**config.mk**
```make
export PLATFORM = sky130hd
export DESIGN_NAME = modbus_rtu_frame_receiver_flat
export DESIGN_NICKNAME = d
export VERILOG_FILES = /design/src/hdl/mrfr_pkg.sv /design/src/hdl/mrfr_ifs.sv /design/src/hdl/mrfr_cfg_regs.sv /design/src/hdl/mrfr_frame_ram.sv /design/src/hdl/mrfr_frame_ctrl.sv /design/src/hdl/mrfr_out_stage.sv /design/src/hdl/modbus_rtu_frame_receiver.sv /design/src/flat_wrapper.sv
export SDC_FILE = /design/constraint.sdc
export NUM_CORES = 2
export LEC_CHECK = 0
export BUFFER_PORTS_ARGS = -buffer_cell sky130_fd_sc_hd__clkbuf_2
export CORE_MARGIN = 2
export CORE_UTILIZATION = 61
export CTS_BUF_LIST = sky130_fd_sc_hd__clkbuf_8
export DETAILED_ROUTE_END_ITERATION = 8
export PLACE_DENSITY = 0.77
export REMOVE_ABC_BUFFERS = 1
export SYNTH_ARGS = -nofsm -noshare
export SYNTH_HDL_FRONTEND = slang
export SYNTH_HIERARCHICAL = 1
export SYNTH_SLANG_ARGS = --single-unit
```
**constraint.sdc**
```tcl
create_clock -name clk -period 5.2 [get_ports clk]
set_input_delay 0 -clock clk [delete_from_list [all_inputs] [get_ports clk]]
set_output_delay 0 -clock clk [all_outputs]
set_load 0.05 [all_outputs]
```
**src/hdl/mrfr_pkg.sv**
```systemverilog
// Shared types, codes and constants of the Modbus RTU frame receiver.
package mrfr_pkg;

  // Default frame buffer size in bytes
  localparam int FRAME_BYTES_DEF = 256;

  // Fixed field widths of the channels
  localparam int ACTION_W = 3;
  localparam int BYTE_W   = 8;
  localparam int LEN_W    = 9;
  localparam int TIME_W   = 16;
  localparam int CFG_IDX_W = 4;
  localparam int CFG_DATA_W = 16;

  // Silence counter ceiling
  localparam logic [TIME_W-1:0] SILENCE_MAX = '1;

  // Action codes of the input channel
  typedef enum logic [ACTION_W-1:0] {
    ACT_BYTE     = 3'd0,
    ACT_TICK     = 3'd1,
    ACT_READ     = 3'd2,
    ACT_FLUSH    = 3'd3,
    ACT_TX_BEGIN = 3'd4
  } action_t;

  // Configuration register indexes
  localparam logic [CFG_IDX_W-1:0] REG_GAP_LIMIT  = 4'd0;
  localparam logic [CFG_IDX_W-1:0] REG_END_LIMIT  = 4'd1;
  localparam logic [CFG_IDX_W-1:0] REG_FRAME_CAP  = 4'd2;
  localparam logic [CFG_IDX_W-1:0] REG_READ_LIMIT = 4'd3;

  // Configuration register set
  typedef struct packed {
    logic [TIME_W-1:0] gap_limit_us;
    logic [TIME_W-1:0] end_limit_us;
    logic [LEN_W-1:0]  frame_capacity;
    logic [LEN_W-1:0]  read_limit;
  } cfg_t;

  // Status of one result, everything but the delivered byte
  typedef struct packed {
    logic             receiving;
    logic [LEN_W-1:0] bytes_pending;
    logic             frame_waiting;
    logic [LEN_W-1:0] frame_length;
    logic             data_valid;
    logic             data_last;
  } status_t;

endpackage

```
**src/hdl/mrfr_ifs.sv**
```systemverilog
// Channel interfaces: action input, result output and configuration write.
interface mrfr_in_if import mrfr_pkg::*; ();
  logic                valid;
  logic                ready;
  logic [ACTION_W-1:0] action;
  logic [BYTE_W-1:0]   rx_byte;
  modport source (output valid, action, rx_byte, input ready);
  modport sink (input valid, action, rx_byte, output ready);
endinterface

interface mrfr_out_if import mrfr_pkg::*; ();
  logic              valid;
  logic              ready;
  logic              receiving;
  logic [LEN_W-1:0]  bytes_pending;
  logic              frame_waiting;
  logic [LEN_W-1:0]  frame_length;
  logic [BYTE_W-1:0] data_byte;
  logic              data_valid;
  logic              data_last;
  modport source (output valid, receiving, bytes_pending, frame_waiting, frame_length,
                  data_byte, data_valid, data_last, input ready);
  modport sink (input valid, receiving, bytes_pending, frame_waiting, frame_length,
                data_byte, data_valid, data_last, output ready);
endinterface

interface mrfr_cfg_if import mrfr_pkg::*; ();
  logic                  valid;
  logic                  ready;
  logic [CFG_IDX_W-1:0]  index;
  logic [CFG_DATA_W-1:0] data;
  modport source (output valid, index, data, input ready);
  modport sink (input valid, index, data, output ready);
endinterface

```
**src/hdl/mrfr_cfg_regs.sv**
```systemverilog
// Configuration register file of the frame receiver.
module mrfr_cfg_regs import mrfr_pkg::*; (
  input  logic        clk,
  input  logic        rst,
  mrfr_cfg_if.sink    cfg_ch,
  output cfg_t        cfg
);

  cfg_t regs;

  assign cfg_ch.ready = 1'b1;
  assign cfg       = regs;

  // Write the addressed register; drop writes to unknown indexes
  always_ff @(posedge clk) begin
    if (rst) begin
      regs.gap_limit_us   <= TIME_W'(750);
      regs.end_limit_us   <= TIME_W'(1750);
      regs.frame_capacity <= LEN_W'(256);
      regs.read_limit     <= LEN_W'(256);
    end else if (cfg_ch.valid) begin
      case (cfg_ch.index)
        REG_GAP_LIMIT:  regs.gap_limit_us   <= cfg_ch.data;
        REG_END_LIMIT:  regs.end_limit_us   <= cfg_ch.data;
        REG_FRAME_CAP:  regs.frame_capacity <= cfg_ch.data[LEN_W-1:0];
        REG_READ_LIMIT: regs.read_limit     <= cfg_ch.data[LEN_W-1:0];
        default: ;
      endcase
    end
  end

endmodule

```
**src/hdl/mrfr_frame_ram.sv**
```systemverilog
// Ping-pong frame RAM: two banks of frame bytes, one write and one read port.
module mrfr_frame_ram import mrfr_pkg::*; #(
  parameter int FRAME_BYTES = FRAME_BYTES_DEF,
  localparam int RAW = $clog2(FRAME_BYTES) + 1
) (
  input  logic              clk,
  input  logic              wr_en,
  input  logic [RAW-1:0]    wr_addr,
  input  logic [BYTE_W-1:0] wr_data,
  input  logic              rd_en,
  input  logic [RAW-1:0]    rd_addr,
  output logic [BYTE_W-1:0] rd_data
);

  // Each bank spans the full address range below the bank bit
  logic [BYTE_W-1:0] mem [2**RAW];

  // Store an assembled byte
  always_ff @(posedge clk) begin
    if (wr_en) begin
      mem[wr_addr] <= wr_data;
    end
  end

  // Fetch a delivered byte; hold the data between reads
  always_ff @(posedge clk) begin
    if (rd_en) begin
      rd_data <= mem[rd_addr];
    end
  end

endmodule

```
**src/hdl/mrfr_frame_ctrl.sv**
```systemverilog
// Frame control: silence timing, assembly and delivery bookkeeping, RAM requests.
module mrfr_frame_ctrl import mrfr_pkg::*; #(
  parameter int FRAME_BYTES = FRAME_BYTES_DEF,
  localparam int AW  = $clog2(FRAME_BYTES),
  localparam int RAW = AW + 1
) (
  input  logic              clk,
  input  logic              rst,
  input  logic              fire,
  input  logic [ACTION_W-1:0] action,
  input  logic [BYTE_W-1:0] rx_byte,
  input  cfg_t              cfg,
  output logic              wr_en,
  output logic [RAW-1:0]    wr_addr,
  output logic [BYTE_W-1:0] wr_data,
  output logic              rd_en,
  output logic [RAW-1:0]    rd_addr,
  output status_t           status
);

  localparam int CW = ($clog2(FRAME_BYTES + 1) > LEN_W) ? $clog2(FRAME_BYTES + 1) : LEN_W;
  localparam logic [CW-1:0] FB = CW'(FRAME_BYTES);

  logic              assembling, assembling_next;
  logic [CW-1:0]     count, count_next;
  logic              armed, armed_next;
  logic [TIME_W-1:0] silence, silence_next;
  logic              pending, pending_next;
  logic [CW-1:0]     dlen, dlen_next;
  logic [CW-1:0]     rpos, rpos_next;
  logic              bank, bank_next;

  logic [CW-1:0]     cap_ext, ucap, rl_ext, lim, rpos_inc;
  logic [TIME_W-1:0] silence_inc;
  logic              data_valid, data_last;

  // Clamp the capacity to one..FRAME_BYTES
  always_comb begin
    cap_ext = CW'(cfg.frame_capacity);
    if (cap_ext == '0) begin
      ucap = CW'(1);
    end else if (cap_ext > FB) begin
      ucap = FB;
    end else begin
      ucap = cap_ext;
    end
    rl_ext      = CW'(cfg.read_limit);
    lim         = (dlen < rl_ext) ? dlen : rl_ext;
    rpos_inc    = rpos + CW'(1);
    silence_inc = (silence < SILENCE_MAX) ? silence + TIME_W'(1) : silence;
  end

  // Next state and RAM requests for the accepted action
  always_comb begin
    assembling_next = assembling;
    count_next      = count;
    armed_next      = armed;
    silence_next    = silence;
    pending_next    = pending;
    dlen_next       = dlen;
    rpos_next       = rpos;
    bank_next       = bank;
    wr_en           = 1'b0;
    wr_addr         = {bank, AW'(0)};
    wr_data         = rx_byte;
    rd_en           = 1'b0;
    rd_addr         = {~bank, rpos[AW-1:0]};
    data_valid      = 1'b0;
    data_last       = 1'b0;
    if (fire) begin
      case (action_t'(action))
        ACT_BYTE: begin
          if (!assembling || silence > cfg.gap_limit_us) begin
            if (assembling && pending) begin
              // gap with a frame still waiting: stop assembly, lose the byte
              assembling_next = 1'b0;
              count_next      = '0;
              armed_next      = 1'b0;
            end else if (!pending || assembling) begin
              // open a new frame with this byte
              wr_en           = 1'b1;
              count_next      = CW'(1);
              assembling_next = 1'b1;
              silence_next    = '0;
              armed_next      = 1'b1;
            end
          end else begin
            if (count < ucap) begin
              wr_en      = 1'b1;
              wr_addr    = {bank, count[AW-1:0]};
              count_next = count + CW'(1);
            end
            silence_next = '0;
            armed_next   = 1'b1;
          end
        end
        ACT_TICK: begin
          silence_next = silence_inc;
          if (armed && assembling && silence_inc >= cfg.end_limit_us) begin
            assembling_next = 1'b0;
            count_next      = '0;
            armed_next      = 1'b0;
            if (count != '0 && !pending) begin
              // hand the frame over by swapping banks
              dlen_next    = (count > ucap) ? ucap : count;
              pending_next = 1'b1;
              rpos_next    = '0;
              bank_next    = ~bank;
            end
          end
        end
        ACT_READ: begin
          if (rl_ext != '0 && pending && dlen != '0 && rpos < dlen) begin
            rd_en      = 1'b1;
            data_valid = 1'b1;
            rpos_next  = rpos_inc;
            if (rpos_inc >= lim) begin
              data_last    = 1'b1;
              pending_next = 1'b0;
              dlen_next    = '0;
              rpos_next    = '0;
            end
          end
        end
        ACT_FLUSH, ACT_TX_BEGIN: begin
          assembling_next = 1'b0;
          count_next      = '0;
          armed_next      = 1'b0;
          pending_next    = 1'b0;
          dlen_next       = '0;
          rpos_next       = '0;
        end
        default: ;
      endcase
    end
    status.receiving     = assembling_next;
    status.bytes_pending = assembling_next ? count_next[LEN_W-1:0] : '0;
    status.frame_waiting = pending_next;
    status.frame_length  = dlen_next[LEN_W-1:0];
    status.data_valid    = data_valid;
    status.data_last     = data_last;
  end

  // Hold the bookkeeping registers
  always_ff @(posedge clk) begin
    if (rst) begin
      assembling <= 1'b0;
      count      <= '0;
      armed      <= 1'b0;
      silence    <= '0;
      pending    <= 1'b0;
      dlen       <= '0;
      rpos       <= '0;
      bank       <= 1'b0;
    end else begin
      assembling <= assembling_next;
      count      <= count_next;
      armed      <= armed_next;
      silence    <= silence_next;
      pending    <= pending_next;
      dlen       <= dlen_next;
      rpos       <= rpos_next;
      bank       <= bank_next;
    end
  end

endmodule

```
**src/hdl/mrfr_out_stage.sv**
```systemverilog
// Result stage: holds the status in a register while the RAM data arrives, then holds the result for the sink.
module mrfr_out_stage import mrfr_pkg::*; (
  input  logic              clk,
  input  logic              rst,
  input  logic              fire,
  input  status_t           status,
  input  logic [BYTE_W-1:0] rd_data,
  output logic              s0_ready,
  mrfr_out_if.source        out_ch
);

  logic              s1_valid;
  status_t           s1_status;
  logic              out_valid;
  status_t           out_status;
  logic [BYTE_W-1:0] out_byte;
  logic              s1_move;

  assign s1_move  = s1_valid && (!out_valid || out_ch.ready);
  assign s0_ready = !s1_valid || s1_move;

  // Advance the valid flags
  always_ff @(posedge clk) begin
    if (rst) begin
      s1_valid  <= 1'b0;
      out_valid <= 1'b0;
    end else begin
      if (fire) begin
        s1_valid <= 1'b1;
      end else if (s1_move) begin
        s1_valid <= 1'b0;
      end
      if (s1_move) begin
        out_valid <= 1'b1;
      end else if (out_ch.ready) begin
        out_valid <= 1'b0;
      end
    end
  end

  // Capture status, then merge in the RAM byte
  always_ff @(posedge clk) begin
    if (fire) begin
      s1_status <= status;
    end
    if (s1_move) begin
      out_status <= s1_status;
      out_byte   <= s1_status.data_valid ? rd_data : '0;
    end
  end

  assign out_ch.valid         = out_valid;
  assign out_ch.receiving     = out_status.receiving;
  assign out_ch.bytes_pending = out_status.bytes_pending;
  assign out_ch.frame_waiting = out_status.frame_waiting;
  assign out_ch.frame_length  = out_status.frame_length;
  assign out_ch.data_byte     = out_byte;
  assign out_ch.data_valid    = out_status.data_valid;
  assign out_ch.data_last     = out_status.data_last;

endmodule

```
**src/hdl/modbus_rtu_frame_receiver.sv**
```systemverilog
// Modbus RTU frame receiver: delimits frames by line silence and delivers them bytewise.
// One action (byte, microsecond tick, read, flush, transmit begin) is accepted every clock
// while the result channel keeps up, and yields exactly one result: it waits in a status
// register for the registered read of the frame RAM, then in the output register; the rate
// of one action per clock is set by the RAM's single write and single read port. The RAM
// holds two banks of FRAME_BYTES bytes: one assembles while the other delivers, and a
// completed frame is handed over by swapping banks, so no copy and no clearing pass is
// needed after reset. Configuration writes are taken at any time and apply to the next action.
module modbus_rtu_frame_receiver import mrfr_pkg::*; #(
  parameter int FRAME_BYTES = FRAME_BYTES_DEF
) (
  input  logic        clk,
  input  logic        rst,
  mrfr_in_if.sink     in_ch,
  mrfr_out_if.source  out_ch,
  mrfr_cfg_if.sink    cfg_ch
);

  localparam int AW  = $clog2(FRAME_BYTES);
  localparam int RAW = AW + 1;

  cfg_t              cfg;
  status_t           status;
  logic              s0_ready;
  logic              fire;
  logic              wr_en;
  logic [RAW-1:0]    wr_addr;
  logic [BYTE_W-1:0] wr_data;
  logic              rd_en;
  logic [RAW-1:0]    rd_addr;
  logic [BYTE_W-1:0] rd_data;

  assign in_ch.ready = s0_ready;
  assign fire        = in_ch.valid && s0_ready;

  mrfr_cfg_regs u_cfg (
    .clk    (clk),
    .rst    (rst),
    .cfg_ch (cfg_ch),
    .cfg    (cfg)
  );

  mrfr_frame_ctrl #(.FRAME_BYTES(FRAME_BYTES)) u_ctrl (
    .clk     (clk),
    .rst     (rst),
    .fire    (fire),
    .action  (in_ch.action),
    .rx_byte (in_ch.rx_byte),
    .cfg     (cfg),
    .wr_en   (wr_en),
    .wr_addr (wr_addr),
    .wr_data (wr_data),
    .rd_en   (rd_en),
    .rd_addr (rd_addr),
    .status  (status)
  );

  mrfr_frame_ram #(.FRAME_BYTES(FRAME_BYTES)) u_ram (
    .clk     (clk),
    .wr_en   (wr_en),
    .wr_addr (wr_addr),
    .wr_data (wr_data),
    .rd_en   (rd_en),
    .rd_addr (rd_addr),
    .rd_data (rd_data)
  );

  mrfr_out_stage u_out (
    .clk      (clk),
    .rst      (rst),
    .fire     (fire),
    .status   (status),
    .rd_data  (rd_data),
    .s0_ready (s0_ready),
    .out_ch   (out_ch)
  );

  // Assembly and delivery never touch the same bank in one cycle
  a_bank_split: assert property (@(posedge clk) disable iff (rst)
    (wr_en && rd_en) |-> (wr_addr[RAW-1] != rd_addr[RAW-1]))
    else $error("frame RAM read and write hit the same bank");

  // A RAM read is issued only for a delivered byte
  a_read_valid: assert property (@(posedge clk) disable iff (rst)
    rd_en |-> (fire && status.data_valid))
    else $error("frame RAM read without a delivered byte");

  // No pending bytes reported outside assembly
  a_pending_idle: assert property (@(posedge clk) disable iff (rst)
    (out_ch.valid && !out_ch.receiving) |-> (out_ch.bytes_pending == '0))
    else $error("bytes pending while not receiving");

  // A released frame reports no length
  a_length_idle: assert property (@(posedge clk) disable iff (rst)
    (out_ch.valid && !out_ch.frame_waiting) |-> (out_ch.frame_length == '0))
    else $error("frame length without a waiting frame");

endmodule

```
**src/flat_wrapper.sv**
```systemverilog
// flat-port wrapper written by rule: the top's interface ports become plain ports
module modbus_rtu_frame_receiver_flat import mrfr_pkg::*;
#(
  parameter int FRAME_BYTES = FRAME_BYTES_DEF
)
  (clk, rst, in_ch_valid, in_ch_action, in_ch_rx_byte, in_ch_ready, out_ch_valid, out_ch_receiving, out_ch_bytes_pending, out_ch_frame_waiting, out_ch_frame_length, out_ch_data_byte, out_ch_data_valid, out_ch_data_last, out_ch_ready, cfg_ch_valid, cfg_ch_index, cfg_ch_data, cfg_ch_ready);
  mrfr_in_if in_ch_i ();
  mrfr_out_if out_ch_i ();
  mrfr_cfg_if cfg_ch_i ();
  input  logic clk;
  input  logic rst;
  input wire logic [$bits(in_ch_i.valid)-1:0] in_ch_valid;
  input wire logic [$bits(in_ch_i.action)-1:0] in_ch_action;
  input wire logic [$bits(in_ch_i.rx_byte)-1:0] in_ch_rx_byte;
  output wire logic [$bits(in_ch_i.ready)-1:0] in_ch_ready;
  output wire logic [$bits(out_ch_i.valid)-1:0] out_ch_valid;
  output wire logic [$bits(out_ch_i.receiving)-1:0] out_ch_receiving;
  output wire logic [$bits(out_ch_i.bytes_pending)-1:0] out_ch_bytes_pending;
  output wire logic [$bits(out_ch_i.frame_waiting)-1:0] out_ch_frame_waiting;
  output wire logic [$bits(out_ch_i.frame_length)-1:0] out_ch_frame_length;
  output wire logic [$bits(out_ch_i.data_byte)-1:0] out_ch_data_byte;
  output wire logic [$bits(out_ch_i.data_valid)-1:0] out_ch_data_valid;
  output wire logic [$bits(out_ch_i.data_last)-1:0] out_ch_data_last;
  input wire logic [$bits(out_ch_i.ready)-1:0] out_ch_ready;
  input wire logic [$bits(cfg_ch_i.valid)-1:0] cfg_ch_valid;
  input wire logic [$bits(cfg_ch_i.index)-1:0] cfg_ch_index;
  input wire logic [$bits(cfg_ch_i.data)-1:0] cfg_ch_data;
  output wire logic [$bits(cfg_ch_i.ready)-1:0] cfg_ch_ready;
  assign in_ch_i.valid = in_ch_valid;
  assign in_ch_i.action = in_ch_action;
  assign in_ch_i.rx_byte = in_ch_rx_byte;
  assign in_ch_ready = in_ch_i.ready;
  assign out_ch_valid = out_ch_i.valid;
  assign out_ch_receiving = out_ch_i.receiving;
  assign out_ch_bytes_pending = out_ch_i.bytes_pending;
  assign out_ch_frame_waiting = out_ch_i.frame_waiting;
  assign out_ch_frame_length = out_ch_i.frame_length;
  assign out_ch_data_byte = out_ch_i.data_byte;
  assign out_ch_data_valid = out_ch_i.data_valid;
  assign out_ch_data_last = out_ch_i.data_last;
  assign out_ch_i.ready = out_ch_ready;
  assign cfg_ch_i.valid = cfg_ch_valid;
  assign cfg_ch_i.index = cfg_ch_index;
  assign cfg_ch_i.data = cfg_ch_data;
  assign cfg_ch_ready = cfg_ch_i.ready;
  modbus_rtu_frame_receiver #(.FRAME_BYTES(FRAME_BYTES)) u_core (.clk(clk), .rst(rst), .in_ch(in_ch_i), .out_ch(out_ch_i), .cfg_ch(cfg_ch_i));
endmodule
```
==> flow_summary.toml <==
[clock_network]
clk_latency_ps = 1220
cts_setup_buffers = 0
clk_pin_slew_ps = 60
cts-root-buf = "clkbuf_8"
cts_tree = "yes"
cts_buffer_depth = 4
clock_sinks = 4255
htreeDepth = 6
numCtsBuffers = 644

[hold_path]
hp-class = "in2reg"
min-delay-start = "in_ch_rx_byte[3]"

[synthesis]
synth-simple-area-share = 0.0349
seq_area_frac_synth = 0.751
yosys_warnings = 6
ys_async_sr_fraction = 0
netlist_area_mm2 = 0.169
synthCells = 8955
post-synth-top-area-cell = "edfxtp_1"
yosys.area_share.xor_xnor = 0.000985
synth_edf_count = 4156
synthMuxAreaShare = 0.139
synth_top_family_by_area = "multiplexers"
synth_compound_area_frac = 0.0482
synth_most_common_cell = "edfxtp_1"
synth.top_cell.area_share = 0.739
synth-main-ff-cell = "edfxtp_1"
netlist_top_cells_count = "edfxtp_1 (4,156), mux2i_1 (858), mux4_2 (654)"
synth_area_leaders = "edfxtp_1 (74%), mux4_2 (8.7%), mux2i_1 (5.1%), o221ai_1 (1.9%), nor2_1 (1.4%)"
synthAdderAreaFrac = 0.00526
avgSynthCellArea_um2 = 18.9
synth_cell_type_count = 89
synth-seq-cells = 4255

[timing]
period_share = 0.965
finalSetupViolations = 0
grt_setup_unrepaired = "no"
worst_slew_pin_slew_ps = 1430
clock.fmax_ghz = 0.199
hold_violations = 0
slew_headroom = 0.0439
final.setup_skew_ps = 62.6
setup_tns_ps = 0
slew_viol_final = 0
fin_crit_ps = 5020
whs_ps = 49.2

[grt]
grt_pass1_vias = 91720
grt_pass1_wl_um = 620000
grt.total_usage = 0.302
grt_start_max_net_pins = 199
overflow = 0
antenna_found_initial = 12

[detailed_routing]
post_drt_wl_per_cell_um = 30.7
ant_nets = 0
wirelength_um = 428000
vias_per_cell = 6.68
dr.pass1.iters = 8
drc = 0
via_count = 93305
drtIter0Drc = 14364

[setup_path]
rr_worst_depth = 12
worstPathRequired_ps = 6010
worst-r2r-setup-slack_ps = 180
r2r-end = "u_core/u_ram/mem[439][4]$_DFFE_PP_"
max_stage_delay_ps = 720
cp-end-kind = "flop"
crit_path_frequent_cell = "nand2_1"
endpoint = "u_core/u_ram/mem[439][4]$_DFFE_PP_"
critPathLaunchType = "flop"
slowest_stage = "nor2_1"
critPathLaunch = "u_core/u_ctrl/silence[11]$_SDFFE_PP0P_"
crit_family = "simple AND/OR/NAND/NOR gates"
cp_data_arrival_time_ps = 5830
r2r-start = "u_core/u_ctrl/silence[11]$_SDFFE_PP0P_"
cp.depth = 12
crit_fanout = 14
critPathBufInv = 1
path_cells = "ha_1 -> nand2_1 -> nor3_1 -> nor4_1 -> a31o_4 -> and3_2 -> and2_1 -> nand2_1 -> nor2_1 -> buf_4 -> nand2_1 -> nor2_1"
path_class = "reg2reg"

[pwr]
p_int_uw = 50600
comb_power_share = 0.014
power_frac_clock = 0.401
p_switching_uw = 13800
power_frac_seq = 0.585
p_leak_uw = 0.0579
vdd_drop_max_mv = 0.278
power_uw = 64400
p_sw_frac = 0.214
power_density_mw_per_mm2 = 341

[die]
die_x_um = 530
start_util = 0.612
ios = 69
coreArea_mm2 = 0.276
die_area_mm2 = 0.281
die_y_um = 530
fp-row-count = 193

[cells_and_area]
fin_nets = 9848
post-route-util = 0.684
fin_cells = 13970
drive_gt1_frac = 0.209
syn_to_final_growth_pct = 11.8
nFillCells = 16607

[placement]
dpl.hpwl_um = 256000
dp.cells = 12688
port_buffers = 67
gp_congestion = 0.947

[run]
drv_cap = 0

[status]
status = "finished clean"
## through the flow
| step | worst slack (ps) | instance area (um2) |
|---|---|---|
| 6_report | 180 | 189000 |
| 5_1_grt | 42.1 | 189000 |
| 4_1_cts | 132 | 189000 |
| 3_5_place_dp | 177 | 176000 |
| 3_3_place_gp | 217 | 176000 |
| 2_1_floorplan | -51120 | 166000 |
## timing repair
action,CTS,global route
hold buffers,112,0
setup endpoints to repair,0,36
resized for setup,0,8
endpoints found under the hold margin,4234,0
## worst min path at each step
| stage | slack, ps | endpoint | depth (start not counted) |
|---|---|---|---|
| 2_1_floorplan | 60 | u_core/u_out/s1_valid$_SDFFE_PP0P_ | 1 |
| 3_3_place_gp | 280 | u_core/u_cfg/cfg[37]$_SDFFE_PP1P_ | 3 |
| 3_5_place_dp | 290 | u_core/u_cfg/cfg[43]$_SDFFE_PP1P_ | 3 |
| 4_1_cts | 10 | u_core/u_ram/mem[371][7]$_DFFE_PP_ | 3 |
| 5_1_grt | 60 | u_core/u_ram/mem[99][7]$_DFFE_PP_ | 3 |
| 6_report | 50 | u_core/u_ram/mem[200][3]$_DFFE_PP_ | 3 |
## layout by cell type, fill, tap and decap left out, types with 15 or more instances in the layout
cell type,instances
a211oi_1,32
a21oi_1,238
a22oi_1,62
and2_1,44
and3_1,17
buf_12,57
buf_4,479
bufinv_16,19
clkbuf_2,58
clkbuf_8,650
clkinv_1,175
clkinv_2,71
clkinv_8,19
dfxtp_1,94
dlygate4sd3_1,104
edfxtp_1,4156
ha_1,71
inv_1,254
mux2i_1,858
mux4_2,654
nand2_1,137
nand2b_1,61
nand3_1,65
nand4_1,49
nor2_1,640
nor3_1,146
nor4_1,44
o21ai_0,143
o221ai_1,371
o22ai_1,164
o2bb2ai_1,18
xnor2_1,15
## cells by family after synthesis
kind of cell | after synthesis
buffers and inverters | 649
AO/OA/AOI/OAI | 1152
multiplexers | 1523
flip-flops | 4255
AND/OR/NAND/NOR | 1285
adder cells (fa/ha/maj) | 71
other | 1
XOR/XNOR | 19
## layer usage
metal,GRT usage,vias up,wire [um],part of all wire
li1,-,38480,-,-
met1,0.423,47145,156000,0.36
met2,0.464,6681,200000,0.47
met3,0.0723,995,53100,0.12
met4,0.122,4,18600,0.043
met5,0,-,28,0.000065
## flip-flops by register name (all words and copies together), names as in the netlist, 9 cells and up
register and count:
u_core/u_cfg/cfg 50, u_core/u_ctrl/count 9, u_core/u_ctrl/dlen 9, u_core/u_ctrl/rpos 9, u_core/u_ctrl/silence 16, u_core/u_out/out_ch.bytes_pending 9, u_core/u_out/out_ch.frame_length 9, u_core/u_out/s1_status 22
u_core/u_ram/mem 4096
## worst register-to-register path, stage by stage (launching register included)
cell	delay, ps
dfxtp_1	460
ha_1	300
nand2_1	160
nor3_1	90
nor4_1	700
a31o_4	270
and3_2	390
and2_1	480
nand2_1	110
nor2_1	320
buf_4	230
nand2_1	420
nor2_1	730
## cell type report
class	instances	area [um2]	share of cell area
sequential	4255	127000	0.671
multi-input combinational	4051	38700	0.205
clock buffer	650	8950	0.0474
timing repair buffer	713	6380	0.0338
tap	3705	4640	0.0245
clock inverter	507	3080	0.0163
inverter	76	293	0.00155
antenna	13	32.5	0.000172
## power groups by stage
stage               Sequential, uW  Clock, uW  Combinational, uW
CTS                          37700      26100                912
detailed placement           38400          0                824
global route                 37600      27500                969
finish                       37700      25800                924
floorplan                    38400          0               99.8
global placement             38400          0                789
Power figures use the tool's default switching activity.
